===== src/rtl/pidtf_pkg.sv =====
// Shared types and constants for the PID heater controller with triac phase firing.
// Holds opcodes, register indexes, reset values, fixed-point constants and stage words.
// No dependencies.
package pidtf_pkg;

   localparam logic [1:0] OP_SAMPLE     = 2'd0;
   localparam logic [1:0] OP_ZERO_CROSS = 2'd1;
   localparam logic [1:0] OP_TICK       = 2'd2;

   localparam logic [2:0] REG_SETPOINT  = 3'd0;
   localparam logic [2:0] REG_GAIN_P    = 3'd1;
   localparam logic [2:0] REG_GAIN_I    = 3'd2;
   localparam logic [2:0] REG_GAIN_D    = 3'd3;
   localparam logic [2:0] REG_INT_LIMIT = 3'd4;

   localparam logic [8:0] SETPOINT_RST  = 9'd37;
   localparam logic [9:0] GAIN_P_RST    = 10'd303;
   localparam logic [7:0] GAIN_I_RST    = 8'd7;
   localparam logic [7:0] GAIN_D_RST    = 8'd1;
   localparam logic [8:0] INT_LIMIT_RST = 9'd30;

   localparam logic [10:0] ADC_FULL_SCALE = 11'd1023;

   localparam logic signed [31:0] INTEGRAL_MAX = 32'sh7FFF_FFFF;
   localparam logic signed [31:0] INTEGRAL_MIN = 32'sh8000_0000;

   localparam logic [13:0] CLAMP_LO   = 14'd1600;
   localparam logic [13:0] CLAMP_HI   = 14'd8400;
   localparam logic [13:0] DRIVE_FULL = 14'd10000;

   // floor(x / 100) == (x * 5243) >> 19 for every x below 43690
   localparam logic [12:0] RECIP_100   = 13'd5243;
   localparam int          RECIP_SHIFT = 19;

   localparam logic [6:0] DELAY_MIN = 7'd16;
   localparam logic [6:0] DELAY_MAX = 7'd84;

   typedef struct packed {
      logic [8:0] setpoint;
      logic [9:0] gain_p;
      logic [7:0] gain_i;
      logic [7:0] gain_d;
      logic [8:0] int_limit;
   } cfg_type;

   typedef struct packed {
      logic       valid;
      logic [1:0] op;
      logic [8:0] temp;
   } temp_word_type;

   typedef struct packed {
      logic        valid;
      logic [1:0]  op;
      logic [8:0]  temp;
      logic [13:0] drive;
   } drive_word_type;

endpackage


===== src/rtl/pidtf_csr.sv =====
// Configuration register file: setpoint, PID gains and integral reset limit.
// Depends on pidtf_pkg.
module pidtf_csr (
   input  logic             clock,
   input  logic             reset,
   input  logic             csr_valid,
   output logic             csr_ready,
   input  logic [2:0]       csr_index,
   input  logic [9:0]       csr_data,
   output pidtf_pkg::cfg_type cfg
);
   import pidtf_pkg::*;

   cfg_type cfg_ff, cfg_in;

   always_comb begin
      cfg_in = cfg_ff;
      if (csr_valid) begin
         case (csr_index)
            REG_SETPOINT:  cfg_in.setpoint  = csr_data[8:0];
            REG_GAIN_P:    cfg_in.gain_p    = csr_data;
            REG_GAIN_I:    cfg_in.gain_i    = csr_data[7:0];
            REG_GAIN_D:    cfg_in.gain_d    = csr_data[7:0];
            REG_INT_LIMIT: cfg_in.int_limit = csr_data[8:0];
            default:       cfg_in = cfg_ff;
         endcase
      end
   end

   always_ff @(posedge clock) begin
      if (reset) begin
         cfg_ff <= '{setpoint: SETPOINT_RST, gain_p: GAIN_P_RST, gain_i: GAIN_I_RST,
                     gain_d: GAIN_D_RST, int_limit: INT_LIMIT_RST};
      end else begin
         cfg_ff <= cfg_in;
      end
   end

   assign csr_ready = 1'b1;
   assign cfg       = cfg_ff;

endmodule


===== src/rtl/pidtf_conv.sv =====
// Input register and ADC-to-degrees conversion stage: floor(adc * 500 / 1023).
// Depends on pidtf_pkg.
module pidtf_conv (
   input  logic                     clock,
   input  logic                     reset,
   input  logic                     req_valid,
   output logic                     req_stall,
   input  logic [1:0]               req_opcode,
   input  logic [9:0]               req_adc_sample,
   input  logic                     dn_ready,
   output pidtf_pkg::temp_word_type dn_word
);
   import pidtf_pkg::*;

   logic          s1_valid_ff, s1_valid_in;
   logic [1:0]    s1_op_ff, s1_op_in;
   logic [9:0]    s1_adc_ff, s1_adc_in;
   temp_word_type s2_ff, s2_in;

   logic          ready1, ready2;
   logic [18:0]   scaled;
   logic [8:0]    quot_lo;
   logic [10:0]   remainder;
   logic [8:0]    temp;

   always_comb begin
      ready2 = !s2_ff.valid || dn_ready;
      ready1 = !s1_valid_ff || ready2;

      // adc * 500 = adc * 512 - adc * 8 - adc * 4
      scaled    = {s1_adc_ff, 9'b0}
                  - {6'b0, s1_adc_ff, 3'b0} - {7'b0, s1_adc_ff, 2'b0};
      quot_lo   = scaled[18:10];
      remainder = {1'b0, scaled[9:0]} + {2'b0, quot_lo};
      temp      = (remainder >= ADC_FULL_SCALE) ? quot_lo + 9'd1 : quot_lo;

      s1_valid_in = s1_valid_ff;
      s1_op_in    = s1_op_ff;
      s1_adc_in   = s1_adc_ff;
      if (ready1) begin
         s1_valid_in = req_valid;
         s1_op_in    = req_opcode;
         s1_adc_in   = req_adc_sample;
      end

      s2_in = s2_ff;
      if (ready2) begin
         s2_in = '{valid: s1_valid_ff, op: s1_op_ff, temp: temp};
      end
   end

   always_ff @(posedge clock) begin
      s1_op_ff  <= s1_op_in;
      s1_adc_ff <= s1_adc_in;
      if (reset) begin
         s1_valid_ff <= 1'b0;
         s2_ff       <= '0;
      end else begin
         s1_valid_ff <= s1_valid_in;
         s2_ff       <= s2_in;
      end
   end

   assign req_stall = !ready1;
   assign dn_word   = s2_ff;

endmodule


===== src/rtl/pidtf_pid.sv =====
// PID stages: error and gain products, saturating integral, sum, clamp and inversion.
// Holds the integral and last error state. Depends on pidtf_pkg.
module pidtf_pid (
   input  logic                      clock,
   input  logic                      reset,
   input  pidtf_pkg::cfg_type        cfg,
   input  pidtf_pkg::temp_word_type  up_word,
   output logic                      up_ready,
   input  logic                      dn_ready,
   output pidtf_pkg::drive_word_type dn_word
);
   import pidtf_pkg::*;

   logic                s3_valid_ff, s3_valid_in;
   logic [1:0]          s3_op_ff, s3_op_in;
   logic [8:0]          s3_temp_ff, s3_temp_in;
   logic                s3_clr_ff, s3_clr_in;
   logic signed [21:0]  s3_prod_p_ff, s3_prod_p_in;
   logic signed [19:0]  s3_prod_i_ff, s3_prod_i_in;
   logic signed [20:0]  s3_prod_d_ff, s3_prod_d_in;

   logic                s4_valid_ff, s4_valid_in;
   logic [1:0]          s4_op_ff, s4_op_in;
   logic [8:0]          s4_temp_ff, s4_temp_in;
   logic signed [22:0]  s4_pd_ff, s4_pd_in;

   drive_word_type      s5_ff, s5_in;

   logic signed [10:0]  last_error_ff, last_error_in;
   logic signed [31:0]  integral_ff, integral_in;

   logic                ready3, ready4, ready5;
   logic signed [10:0]  setpoint_s, temp_s, limit_s, err;
   logic signed [10:0]  gain_p_s;
   logic signed [8:0]   gain_i_s, gain_d_s;
   logic signed [11:0]  diff;
   logic signed [31:0]  base;
   logic signed [32:0]  sum;
   logic signed [31:0]  integral_sat;
   logic signed [22:0]  pd;
   logic signed [33:0]  v;
   logic [13:0]         v_clamped;

   always_comb begin
      ready5 = !s5_ff.valid || dn_ready;
      ready4 = !s4_valid_ff || ready5;
      ready3 = !s3_valid_ff || ready4;

      setpoint_s = $signed({2'b0, cfg.setpoint});
      temp_s     = $signed({2'b0, up_word.temp});
      limit_s    = $signed({2'b0, cfg.int_limit});
      gain_p_s   = $signed({1'b0, cfg.gain_p});
      gain_i_s   = $signed({1'b0, cfg.gain_i});
      gain_d_s   = $signed({1'b0, cfg.gain_d});
      err        = setpoint_s - temp_s;
      diff       = err - last_error_ff;

      s3_valid_in  = s3_valid_ff;
      s3_op_in     = s3_op_ff;
      s3_temp_in   = s3_temp_ff;
      s3_clr_in    = s3_clr_ff;
      s3_prod_p_in = s3_prod_p_ff;
      s3_prod_i_in = s3_prod_i_ff;
      s3_prod_d_in = s3_prod_d_ff;
      last_error_in = last_error_ff;
      if (ready3) begin
         s3_valid_in  = up_word.valid;
         s3_op_in     = up_word.op;
         s3_temp_in   = up_word.temp;
         s3_clr_in    = err > limit_s;
         s3_prod_p_in = gain_p_s * err;
         s3_prod_i_in = gain_i_s * err;
         s3_prod_d_in = gain_d_s * diff;
         if (up_word.valid && up_word.op == OP_SAMPLE) begin
            last_error_in = err;
         end
      end

      if (s3_clr_ff) begin
         base = '0;
      end else begin
         base = integral_ff;
      end
      sum = base + s3_prod_i_ff;
      if (sum[32] != sum[31]) begin
         integral_sat = sum[32] ? INTEGRAL_MIN : INTEGRAL_MAX;
      end else begin
         integral_sat = sum[31:0];
      end
      pd = s3_prod_p_ff + s3_prod_d_ff;

      s4_valid_in = s4_valid_ff;
      s4_op_in    = s4_op_ff;
      s4_temp_in  = s4_temp_ff;
      s4_pd_in    = s4_pd_ff;
      integral_in = integral_ff;
      if (ready4) begin
         s4_valid_in = s3_valid_ff;
         s4_op_in    = s3_op_ff;
         s4_temp_in  = s3_temp_ff;
         s4_pd_in    = pd;
         if (s3_valid_ff && s3_op_ff == OP_SAMPLE) begin
            integral_in = integral_sat;
         end
      end

      v = s4_pd_ff + integral_ff;
      if (v < $signed(34'(CLAMP_LO))) begin
         v_clamped = CLAMP_LO;
      end else if (v > $signed(34'(CLAMP_HI))) begin
         v_clamped = CLAMP_HI;
      end else begin
         v_clamped = v[13:0];
      end

      s5_in = s5_ff;
      if (ready5) begin
         s5_in = '{valid: s4_valid_ff, op: s4_op_ff, temp: s4_temp_ff,
                   drive: DRIVE_FULL - v_clamped};
      end
   end

   always_ff @(posedge clock) begin
      s3_op_ff     <= s3_op_in;
      s3_temp_ff   <= s3_temp_in;
      s3_clr_ff    <= s3_clr_in;
      s3_prod_p_ff <= s3_prod_p_in;
      s3_prod_i_ff <= s3_prod_i_in;
      s3_prod_d_ff <= s3_prod_d_in;
      s4_op_ff     <= s4_op_in;
      s4_temp_ff   <= s4_temp_in;
      s4_pd_ff     <= s4_pd_in;
      if (reset) begin
         s3_valid_ff   <= 1'b0;
         s4_valid_ff   <= 1'b0;
         s5_ff         <= '0;
         last_error_ff <= '0;
         integral_ff   <= '0;
      end else begin
         s3_valid_ff   <= s3_valid_in;
         s4_valid_ff   <= s4_valid_in;
         s5_ff         <= s5_in;
         last_error_ff <= last_error_in;
         integral_ff   <= integral_in;
      end
   end

   assign up_ready = ready3;
   assign dn_word  = s5_ff;

endmodule


===== src/rtl/pidtf_fire.sv =====
// Firing stage: drive-to-delay conversion, zero-cross arming, tick counting and
// the result register. Depends on pidtf_pkg.
module pidtf_fire (
   input  logic                      clock,
   input  logic                      reset,
   input  pidtf_pkg::drive_word_type up_word,
   output logic                      up_ready,
   output logic                      rsp_valid,
   input  logic                      rsp_stall,
   output logic [8:0]                rsp_temperature,
   output logic [13:0]               rsp_drive_level,
   output logic [6:0]                rsp_fire_delay,
   output logic                      rsp_fire_pulse
);
   import pidtf_pkg::*;

   logic        rsp_valid_ff, rsp_valid_in;
   logic        pulse_ff, pulse_in;
   logic [8:0]  temp_ff, temp_in;
   logic [13:0] drive_ff, drive_in;
   logic [6:0]  delay_ff, delay_in;
   logic [6:0]  tick_ff, tick_in;
   logic        armed_ff, armed_in;

   logic        ready;
   logic [26:0] recip_prod;
   logic [6:0]  delay_new;
   logic [6:0]  tick_next;

   always_comb begin
      ready      = !rsp_valid_ff || !rsp_stall;
      recip_prod = up_word.drive * RECIP_100;
      delay_new  = recip_prod[RECIP_SHIFT+6:RECIP_SHIFT];
      tick_next  = tick_ff + 7'd1;

      rsp_valid_in = rsp_valid_ff;
      pulse_in     = pulse_ff;
      temp_in      = temp_ff;
      drive_in     = drive_ff;
      delay_in     = delay_ff;
      tick_in      = tick_ff;
      armed_in     = armed_ff;
      if (ready) begin
         rsp_valid_in = up_word.valid;
         pulse_in     = 1'b0;
         if (up_word.valid) begin
            case (up_word.op)
               OP_SAMPLE: begin
                  temp_in  = up_word.temp;
                  drive_in = up_word.drive;
                  delay_in = delay_new;
               end
               OP_ZERO_CROSS: begin
                  armed_in = 1'b1;
               end
               OP_TICK: begin
                  if (armed_ff) begin
                     tick_in = tick_next;
                     if (delay_ff != 7'd0 && tick_next == delay_ff) begin
                        pulse_in = 1'b1;
                        tick_in  = 7'd0;
                        armed_in = 1'b0;
                     end
                  end
               end
               default: begin
                  pulse_in = 1'b0;
               end
            endcase
         end
      end
   end

   always_ff @(posedge clock) begin
      if (reset) begin
         rsp_valid_ff <= 1'b0;
         pulse_ff     <= 1'b0;
         temp_ff      <= '0;
         drive_ff     <= '0;
         delay_ff     <= '0;
         tick_ff      <= '0;
         armed_ff     <= 1'b0;
      end else begin
         rsp_valid_ff <= rsp_valid_in;
         pulse_ff     <= pulse_in;
         temp_ff      <= temp_in;
         drive_ff     <= drive_in;
         delay_ff     <= delay_in;
         tick_ff      <= tick_in;
         armed_ff     <= armed_in;
      end
   end

   assign up_ready        = ready;
   assign rsp_valid       = rsp_valid_ff;
   assign rsp_temperature = temp_ff;
   assign rsp_drive_level = drive_ff;
   assign rsp_fire_delay  = delay_ff;
   assign rsp_fire_pulse  = pulse_ff;

endmodule


===== src/rtl/pid_triac_phase_firing.sv =====
// Heater controller top level: PID temperature loop driving a triac firing delay.
// Instantiates pidtf_csr, pidtf_conv, pidtf_pid and pidtf_fire; depends on pidtf_pkg.
//
// Request channel (req_): one word per opcode: temperature sample with a 10-bit ADC
// reading, zero crossing, or timer tick. Taken when req_valid is high and req_stall low.
// Response channel (rsp_): exactly one word per request, in order, reporting the last
// temperature, drive level, firing delay and a fire pulse for a tick that fires.
// Config channel (csr_): index/data writes to setpoint, three gains and integral reset
// limit; always ready. Write only while the block is idle; the block does not check it.
// Requests pass through six register stages (input, conversion, products, integral,
// clamp, result). While rsp_stall is low, one word per cycle is taken and delivered,
// with no dependency stall between consecutive samples: the last error and integral are
// each updated in the stage that computes their next value (products, integral).
// When rsp_stall holds a result, the stages behind it keep filling their empty
// slots; req_stall rises only once every stage holds a word.
// Synchronous reset empties the pipeline, restores the register reset values,
// clears the integral, drive and delay and disarms the firing counter.
module pid_triac_phase_firing (
   input  logic        clock,
   input  logic        reset,
   input  logic        req_valid,
   output logic        req_stall,
   input  logic [1:0]  req_opcode,
   input  logic [9:0]  req_adc_sample,
   output logic        rsp_valid,
   input  logic        rsp_stall,
   output logic [8:0]  rsp_temperature,
   output logic [13:0] rsp_drive_level,
   output logic [6:0]  rsp_fire_delay,
   output logic        rsp_fire_pulse,
   input  logic        csr_valid,
   output logic        csr_ready,
   input  logic [2:0]  csr_index,
   input  logic [9:0]  csr_data
);
   import pidtf_pkg::*;

   cfg_type        cfg;
   temp_word_type  temp_word;
   drive_word_type drive_word;
   logic           pid_ready;
   logic           fire_ready;

   pidtf_csr u_csr (
      .clock     (clock),
      .reset     (reset),
      .csr_valid (csr_valid),
      .csr_ready (csr_ready),
      .csr_index (csr_index),
      .csr_data  (csr_data),
      .cfg       (cfg)
   );

   pidtf_conv u_conv (
      .clock          (clock),
      .reset          (reset),
      .req_valid      (req_valid),
      .req_stall      (req_stall),
      .req_opcode     (req_opcode),
      .req_adc_sample (req_adc_sample),
      .dn_ready       (pid_ready),
      .dn_word        (temp_word)
   );

   pidtf_pid u_pid (
      .clock    (clock),
      .reset    (reset),
      .cfg      (cfg),
      .up_word  (temp_word),
      .up_ready (pid_ready),
      .dn_ready (fire_ready),
      .dn_word  (drive_word)
   );

   pidtf_fire u_fire (
      .clock           (clock),
      .reset           (reset),
      .up_word         (drive_word),
      .up_ready        (fire_ready),
      .rsp_valid       (rsp_valid),
      .rsp_stall       (rsp_stall),
      .rsp_temperature (rsp_temperature),
      .rsp_drive_level (rsp_drive_level),
      .rsp_fire_delay  (rsp_fire_delay),
      .rsp_fire_pulse  (rsp_fire_pulse)
   );

endmodule


===== config.mk =====
export PLATFORM = sky130hd
export DESIGN_NAME = pid_triac_phase_firing
export DESIGN_NICKNAME = d
export VERILOG_FILES = /design/src/rtl/pidtf_pkg.sv /design/src/rtl/pidtf_csr.sv /design/src/rtl/pidtf_conv.sv /design/src/rtl/pidtf_pid.sv /design/src/rtl/pidtf_fire.sv /design/src/rtl/pid_triac_phase_firing.sv
export SDC_FILE = /design/constraint.sdc
export NUM_CORES = 2
export LEC_CHECK = 0
export ABC_AREA = 0
export BUFFER_PORTS_ARGS = -buffer_cell sky130_fd_sc_hd__buf_2
export CORE_ASPECT_RATIO = 1.5
export CORE_MARGIN = 2
export CORE_UTILIZATION = 40
export CTS_CLUSTER_DIAMETER = 30
export DETAILED_ROUTE_END_ITERATION = 8
export GPL_TIMING_DRIVEN = 0
export MAX_ROUTING_LAYER = met4
export RECOVER_POWER = 100
export SLEW_MARGIN = 25
export SYNTH_ARGS = -nofsm -noshare
export SYNTH_HDL_FRONTEND = slang
export SYNTH_SLANG_ARGS = --single-unit

===== constraint.sdc =====
create_clock -name clock -period 9.7 [get_ports clock]
set_clock_uncertainty 0.15 [all_clocks]
set_input_delay 0.485 -clock clock [delete_from_list [all_inputs] [get_ports clock]]
set_output_delay 0.485 -clock clock [all_outputs]
set_load 0.005 [all_outputs]

# Word-level counts from Yosys, hierarchy flattened

Index checks and enable logic that the tools add are counted.
Widths: inputs -> output; s select.

Logic and storage cells: 109
Bits in registers: 288
Output and inout port bits: 34

$mul: 4
Add/subtract/negate cells: 11
Equality and inequality tests: 8
Reduce and logical (&&, ||, !) cells: 33
Multiplexer cells: 14
Order comparisons: 4

Operators with widths:

| kind                   | count |
|---|---|
| $mux 32                | 3 |
| $gt 34x15->1 const B   | 1 |
| $lt 34x12->1 const B   | 1 |
| $add 23x32->33         | 1 |
| $add 32x20->33         | 1 |
| $mux 14                | 2 |
| $mul 14x13->26 const B | 1 |
| $add 22x21->23         | 1 |
| $mul 11x10->21         | 1 |
| $mul 9x12->21          | 1 |
| $mul 9x10->19          | 1 |
| $sub 19x12->19         | 1 |
| $sub 19x13->19         | 1 |
| $reduce_and 2->1       | 7 |
| $sub 14x14->14 const A | 1 |
| $add 10x9->11          | 1 |
| $ge 11x10->1 const B   | 1 |
| $sub 10x10->11         | 1 |
| $gt 10x10->1           | 1 |
| $sub 9x9->10           | 1 |
| $add 9x1->9 const B    | 1 |
| $mux 9                 | 1 |
| $logic_not 1->1        | 8 |
| $add 7x1->7 const B    | 1 |
| 18 further kinds       | 34 |

# Logic depth before layout (Yosys ltp)

Depth in word-level cells: 8
Depth in mapped cells: 37
Mapped depth without buffers: 36

# Hierarchy

Synthesis repeated with hierarchy kept, for this count alone.

Cell total of the unflattened synthesis: 3545
Area total of the unflattened synthesis: 31448.9 um^2

Modules (own cells, without submodules):

| module     | area an instance (um^2) | times used | cells an instance |
|---|---|---|---|
| pidtf_pid  | 22110.0                 | 1          | 2521 |
| pidtf_fire | 5003.5                  | 1          | 554 |
| pidtf_conv | 2552.4                  | 1          | 301 |
| pidtf_csr  | 1783.0                  | 1          | 169 |

# Worst setup path before layout

Ideal clock, no wire load.

Path type: flip-flop to flip-flop
Start point: register u_csr.cfg_ff, in the netlist u_csr.cfg[35]
End point: register u_pid.s3_prod_d_ff[20], data pin
Path slack: 1.889 ns
Buffers on the path: 1
Setup time: 0.260 ns
Stages on the path, launching flop included: 37
Required time: 9.290 ns
Arrival time: 7.401 ns
Cell sequence: dfxtp_1 inv_1 ha_1 inv_1 fa_1 xor2_1 clkbuf_1 ha_1 nor2b_1 o21ai_0 nand2b_1 a21o_1 a21o_1 a21o_1 a21o_1 a21oi_1 nand3_1 o21ai_1 nand2_1 fa_1 inv_1 fa_1 fa_1 inv_1 fa_1 inv_1 ha_1 a21boi_0 o21ai_0 a21boi_0 o21ai_0 a21oi_1 o21a_1 o31a_1 o21a_1 nor2_1 xnor2_1

Longest elaborated chain between the ends: 3

RTL lines:

| item                   | RTL line         | text |
|---|---|---|
| start, declared        | pidtf_csr.sv:14  | `cfg_type cfg_ff, cfg_in;` |
| start signal, assigned | pidtf_csr.sv:32  | `cfg_ff <= '{setpoint: SETPOINT_RST, gain_p: GAIN_P_RST, gain_i: GAIN_I_RST,` |
| start signal, assigned | pidtf_csr.sv:35  | `cfg_ff <= cfg_in;` |
| $sub 9x9->10           | pidtf_pid.sv:55  | `err = setpoint_s - temp_s;` |
| named net u_pid.err[2] | pidtf_pid.sv:33  | `logic signed [10:0] setpoint_s, temp_s, limit_s, err;` |
| $sub 10x10->11         | pidtf_pid.sv:56  | `diff = err - last_error_ff;` |
| $mul 9x12->21          | pidtf_pid.sv:73  | `s3_prod_d_in = gain_d_s * diff;` |
| end signal, assigned   | pidtf_pid.sv:129 | `s3_prod_d_ff <= s3_prod_d_in;` |
| end, declared          | pidtf_pid.sv:20  | `logic signed [20:0] s3_prod_d_ff, s3_prod_d_in;` |

The timed path passes the listed nets, and every way through them passes these cells.
A chain may end at the register's enable or synchronous reset.

# Final worst setup path

Ends and elaborated chain as after synthesis.

==> results.yml <==
run_status:
  status: "finished, violations left"
  failed_checks: "max-capacitance violations, max-slew violations"
timing:
  fin_setup_tns_ps: 0
  rsz0062_at_grt: "no"
  slew_viol_final: 49
  fin_crit_sh: 0.9415
  fmax_mhz: 109.5
  setup_viol: 0
  min_period_ps: 9133
  tightestPinTransition_ps: 2671
  maxSlewHeadroom: -0.7806
  hold_viol: 0
worst_setup_path:
  reg2reg_to: "u_pid.s3_prod_d_ff[20]"
  cp_slowest_cell: "fa_1"
  crit_path_max_fanout: 11
  critPathMaxStageDelay_ps: 530
  timing.rr.start: "u_csr.cfg[35]"
  cp-startpoint: "u_csr.cfg[35]"
  worstSetupStartpointType: "flip-flop"
  crit_required_ps: 9900
  crit_path_end: "u_pid.s3_prod_d_ff[20]"
  crit_type: "flip-flop to flip-flop"
  worstSetupEndpointType: "flip-flop"
  r2r_cells: 36
  arrival_ps: 9330
  r2r_slack_ps: 570
synthesis:
  synthCells: 3433
  synth_xor_area_frac: 0.05034
  yosys.area_share.simple: 0.1585
  synthMuxAreaShare: 0.007315
  synth_top_family_by_area: "adder cells"
  syn_area_per_cell_um2: 8.819
  yosys_register_bits: 286
  synth_ff_type: "dfxtp_1"
  synthAdderAreaFrac: 0.3400
  synth_nets: 4125
  synth_cell_types: 77
  synth-compound-area-share: 0.1355
  syn_area_um2: 30280
  seq_area_frac_synth: 0.2285
  synth_edf_count: 119
  yosys_warnings: 0
  async_reset_ff_frac: 0
power_and_ir_drop:
  peakVddDrop_mv: 0.3416
  p_leak_nw: 16.13
  power_density_nw_per_um2: 376.1
  power_mw: 12.80
global_routing:
  grt_pass1_vias: 24620
  grt-ovfl-total: 0
  grt_pass1_wl_mm: 127.4
  grt_max_degree: 48
  grt_use_total: 0.2140
  antenna_found_initial: 0
place:
  dpl.hpwl_mm: 66.08
  gp_congestion: 0.9235
  port_buffers: 62
  placed_area_um2: 31900
clock_network:
  clock-root-buffer: "clkbuf_16"
  clk_latency_ps: 640
  clk_path_buf_depth: 3
  cts_tree: "yes"
  cts.sinks: 286
  cts_made_buffers: 55
  h-tree-depth: 2
  clk_transition_reported_paths_ps: 60
route:
  drc: 0
  drt_first_pass_iters: 5
  final_antenna_net_count: 0
  detail_route.iter0.violations: 934
  via_per_inst: 5.150
  dr_total_vias: 23790
  post_drt_wl_per_cell_um: 17.38
  routed_wl_mm: 80.24
floorplan:
  design.portCount: 64
  die_w_um: 228.6
  die_y_um: 340.9
  core_um2: 74950
  rows: 123
  initial_utilization: 0.4039
  die_area_um2: 77950
final_layout:
  area_growth_pct: 12.46
  num_antenna_cells: 0
  final_core_util: 0.4543
  nFillCells: 7442
  finish.instance_area_um2: 34050
  finalNetCount: 4264
  layout-drive-gt1-share: 0.05169
hold_path:
  min_from: "req_valid"
  hp-class: "input pin to flip-flop"
job:
  max_cap_violations: 2
==> cell usage after synthesis (all sizes together), types with 10 or more instances <==
cell / n / area share
clkbuf: 112 / 0.014
o21ai: 135 / 0.022
dfxtp: 167 / 0.11
a21oi: 233 / 0.039
xnor2: 123 / 0.036
nor2b: 91 / 0.019
fa: 268 / 0.18
o21a: 37 / 0.0092
nor3: 27 / 0.0045
mux2i: 21 / 0.0069
ha: 394 / 0.16
nor2: 196 / 0.024
a21boi: 23 / 0.0057
a211oi: 59 / 0.015
nand2b: 40 / 0.0083
xor2: 51 / 0.015
and2: 127 / 0.026
nand2: 370 / 0.046
o21bai: 16 / 0.0040
or2: 12 / 0.0025
nand4: 16 / 0.0033
inv: 514 / 0.064
edfxtp: 119 / 0.12
o211ai: 14 / 0.0035
nand3: 37 / 0.0061
a21o: 65 / 0.016
nand3b: 18 / 0.0045
or3: 10 / 0.0021
a31oi: 11 / 0.0023
buf: 12 / 0.0021
and3: 19 / 0.0039
==> layout by cell type, fill, tap and decap left out, drive strengths merged, types with 37 or more instances in the layout <==
master  Yosys  routed
a21o       65      65
xnor2     123     123
o21a       37      37
nand2b     40      40
nor2      196     196
nor2b      91      91
a211oi     59      59
nand3      37      37
buf        12      53
dfxtp     167     167
fa        268     268
nand2     370     370
clkbuf    112     199
inv       514     529
ha        394     394
and2      127     127
o21ai     135     135
a21oi     233     233
xor2       51      51
edfxtp    119     119
==> critical path, delay by kind of cell, from the launching register on <==
kind | cells | cell delay [ps]
AND/OR/NAND/NOR | 4 | 480
buffers and inverters | 6 | 710
AO/OA/AOI/OAI | 15 | 3400
XOR/XNOR | 3 | 610
adder cells (fa/ha/maj) | 8 | 3240
flip-flops | 1 | 300
==> stage by stage <==
stage                     std cells  setup slack [ps]  hold WS [ps]
after detailed placement       4497            -62.66         254.5
after global placement         4495            -24.16         255.1
after CTS                      4614             25.25         1.097
after floorplan                3433              1889         250.3
final                          4618             567.1         22.03
after global routing           4618             65.88         41.28
==> where the power goes <==
part           switching (mW)  total [mW]  internal, mW  leakage [nW]
sequential              0.168        2.10          1.94          2.64
clock                   0.775        2.02          1.25         0.969
combinational            5.07        8.68          3.61          12.5
==> how the worst min path moves through the flow <==
stage | cells past startpoint | slack (ps) | to
after CTS | 3 | 1 | u_conv.s1_valid_ff
after global placement | 0 | 260 | u_pid.s4_temp_ff[0]
after global routing | 3 | 40 | u_fire.rsp_valid
after floorplan | 0 | 250 | u_pid.s4_temp_ff[0]
final | 3 | 20 | u_conv.s1_valid_ff
after detailed placement | 0 | 250 | u_pid.s4_temp_ff[8]
==> state kept, by name (all words and copies together), names as in the netlist, 2 cells and up <==
register                count
u_pid.integral_ff          32
u_csr.cfg                  44
u_fire.rsp_temperature      9
u_pid.dn_word              26
u_conv.s1_op_ff             2
u_pid.s3_prod_p_ff         21
u_pid.s4_op_ff              2
u_pid.s3_prod_i_ff         19
u_pid.s3_prod_d_ff         21
u_pid.s3_temp_ff            9
u_conv.s1_adc_ff           10
u_fire.rsp_drive_level     14
u_fire.rsp_fire_delay       7
u_fire.tick_ff              7
u_pid.s4_temp_ff            9
u_conv.dn_word             12
u_pid.s3_op_ff              2
u_pid.last_error_ff        10
u_pid.s4_pd_ff             23
==> logic make-up after synthesis <==
kind of cell    count (synthesis)
compound gates                658
buf+inv                       638
xor+xnor                      174
other cells                     1
flops                         286
fa+ha+maj                     662
mux                            22
simple gates                  992
==> layer usage <==
| metal | share of wire | global-route usage |
|---|---|---|
| met1 | 0.36 | 0.2083 |
| met2 | 0.55 | 0.4164 |
| met3 | 0.029 | 0.02089 |
| met4 | 0.056 | 0.1081 |
| met5 | 0 | - |
==> timing repair <==
item                       CTS  global route
hold endpoints to repair    15             0
hold buffers                14             0
setup endpoints to repair    1             3
resized for setup            5            16
setup buffers                0             5
==> layout make-up <==
type                            instances  area [um^2]  area share
Sequential cell                       286         6917      0.2031
Buffer                                123        488.0     0.01433
Timing Repair Buffer                   83        461.7     0.01356
Tap cell                             1000         1251     0.03675
Clock inverter                         43        534.3     0.01569
Inverter                              514         1934     0.05681
Multi-Input combinational cell       2509        20990      0.6166
Clock buffer                           60         1468     0.04311
No activity file was read; power rests on OpenSTA's default activity.
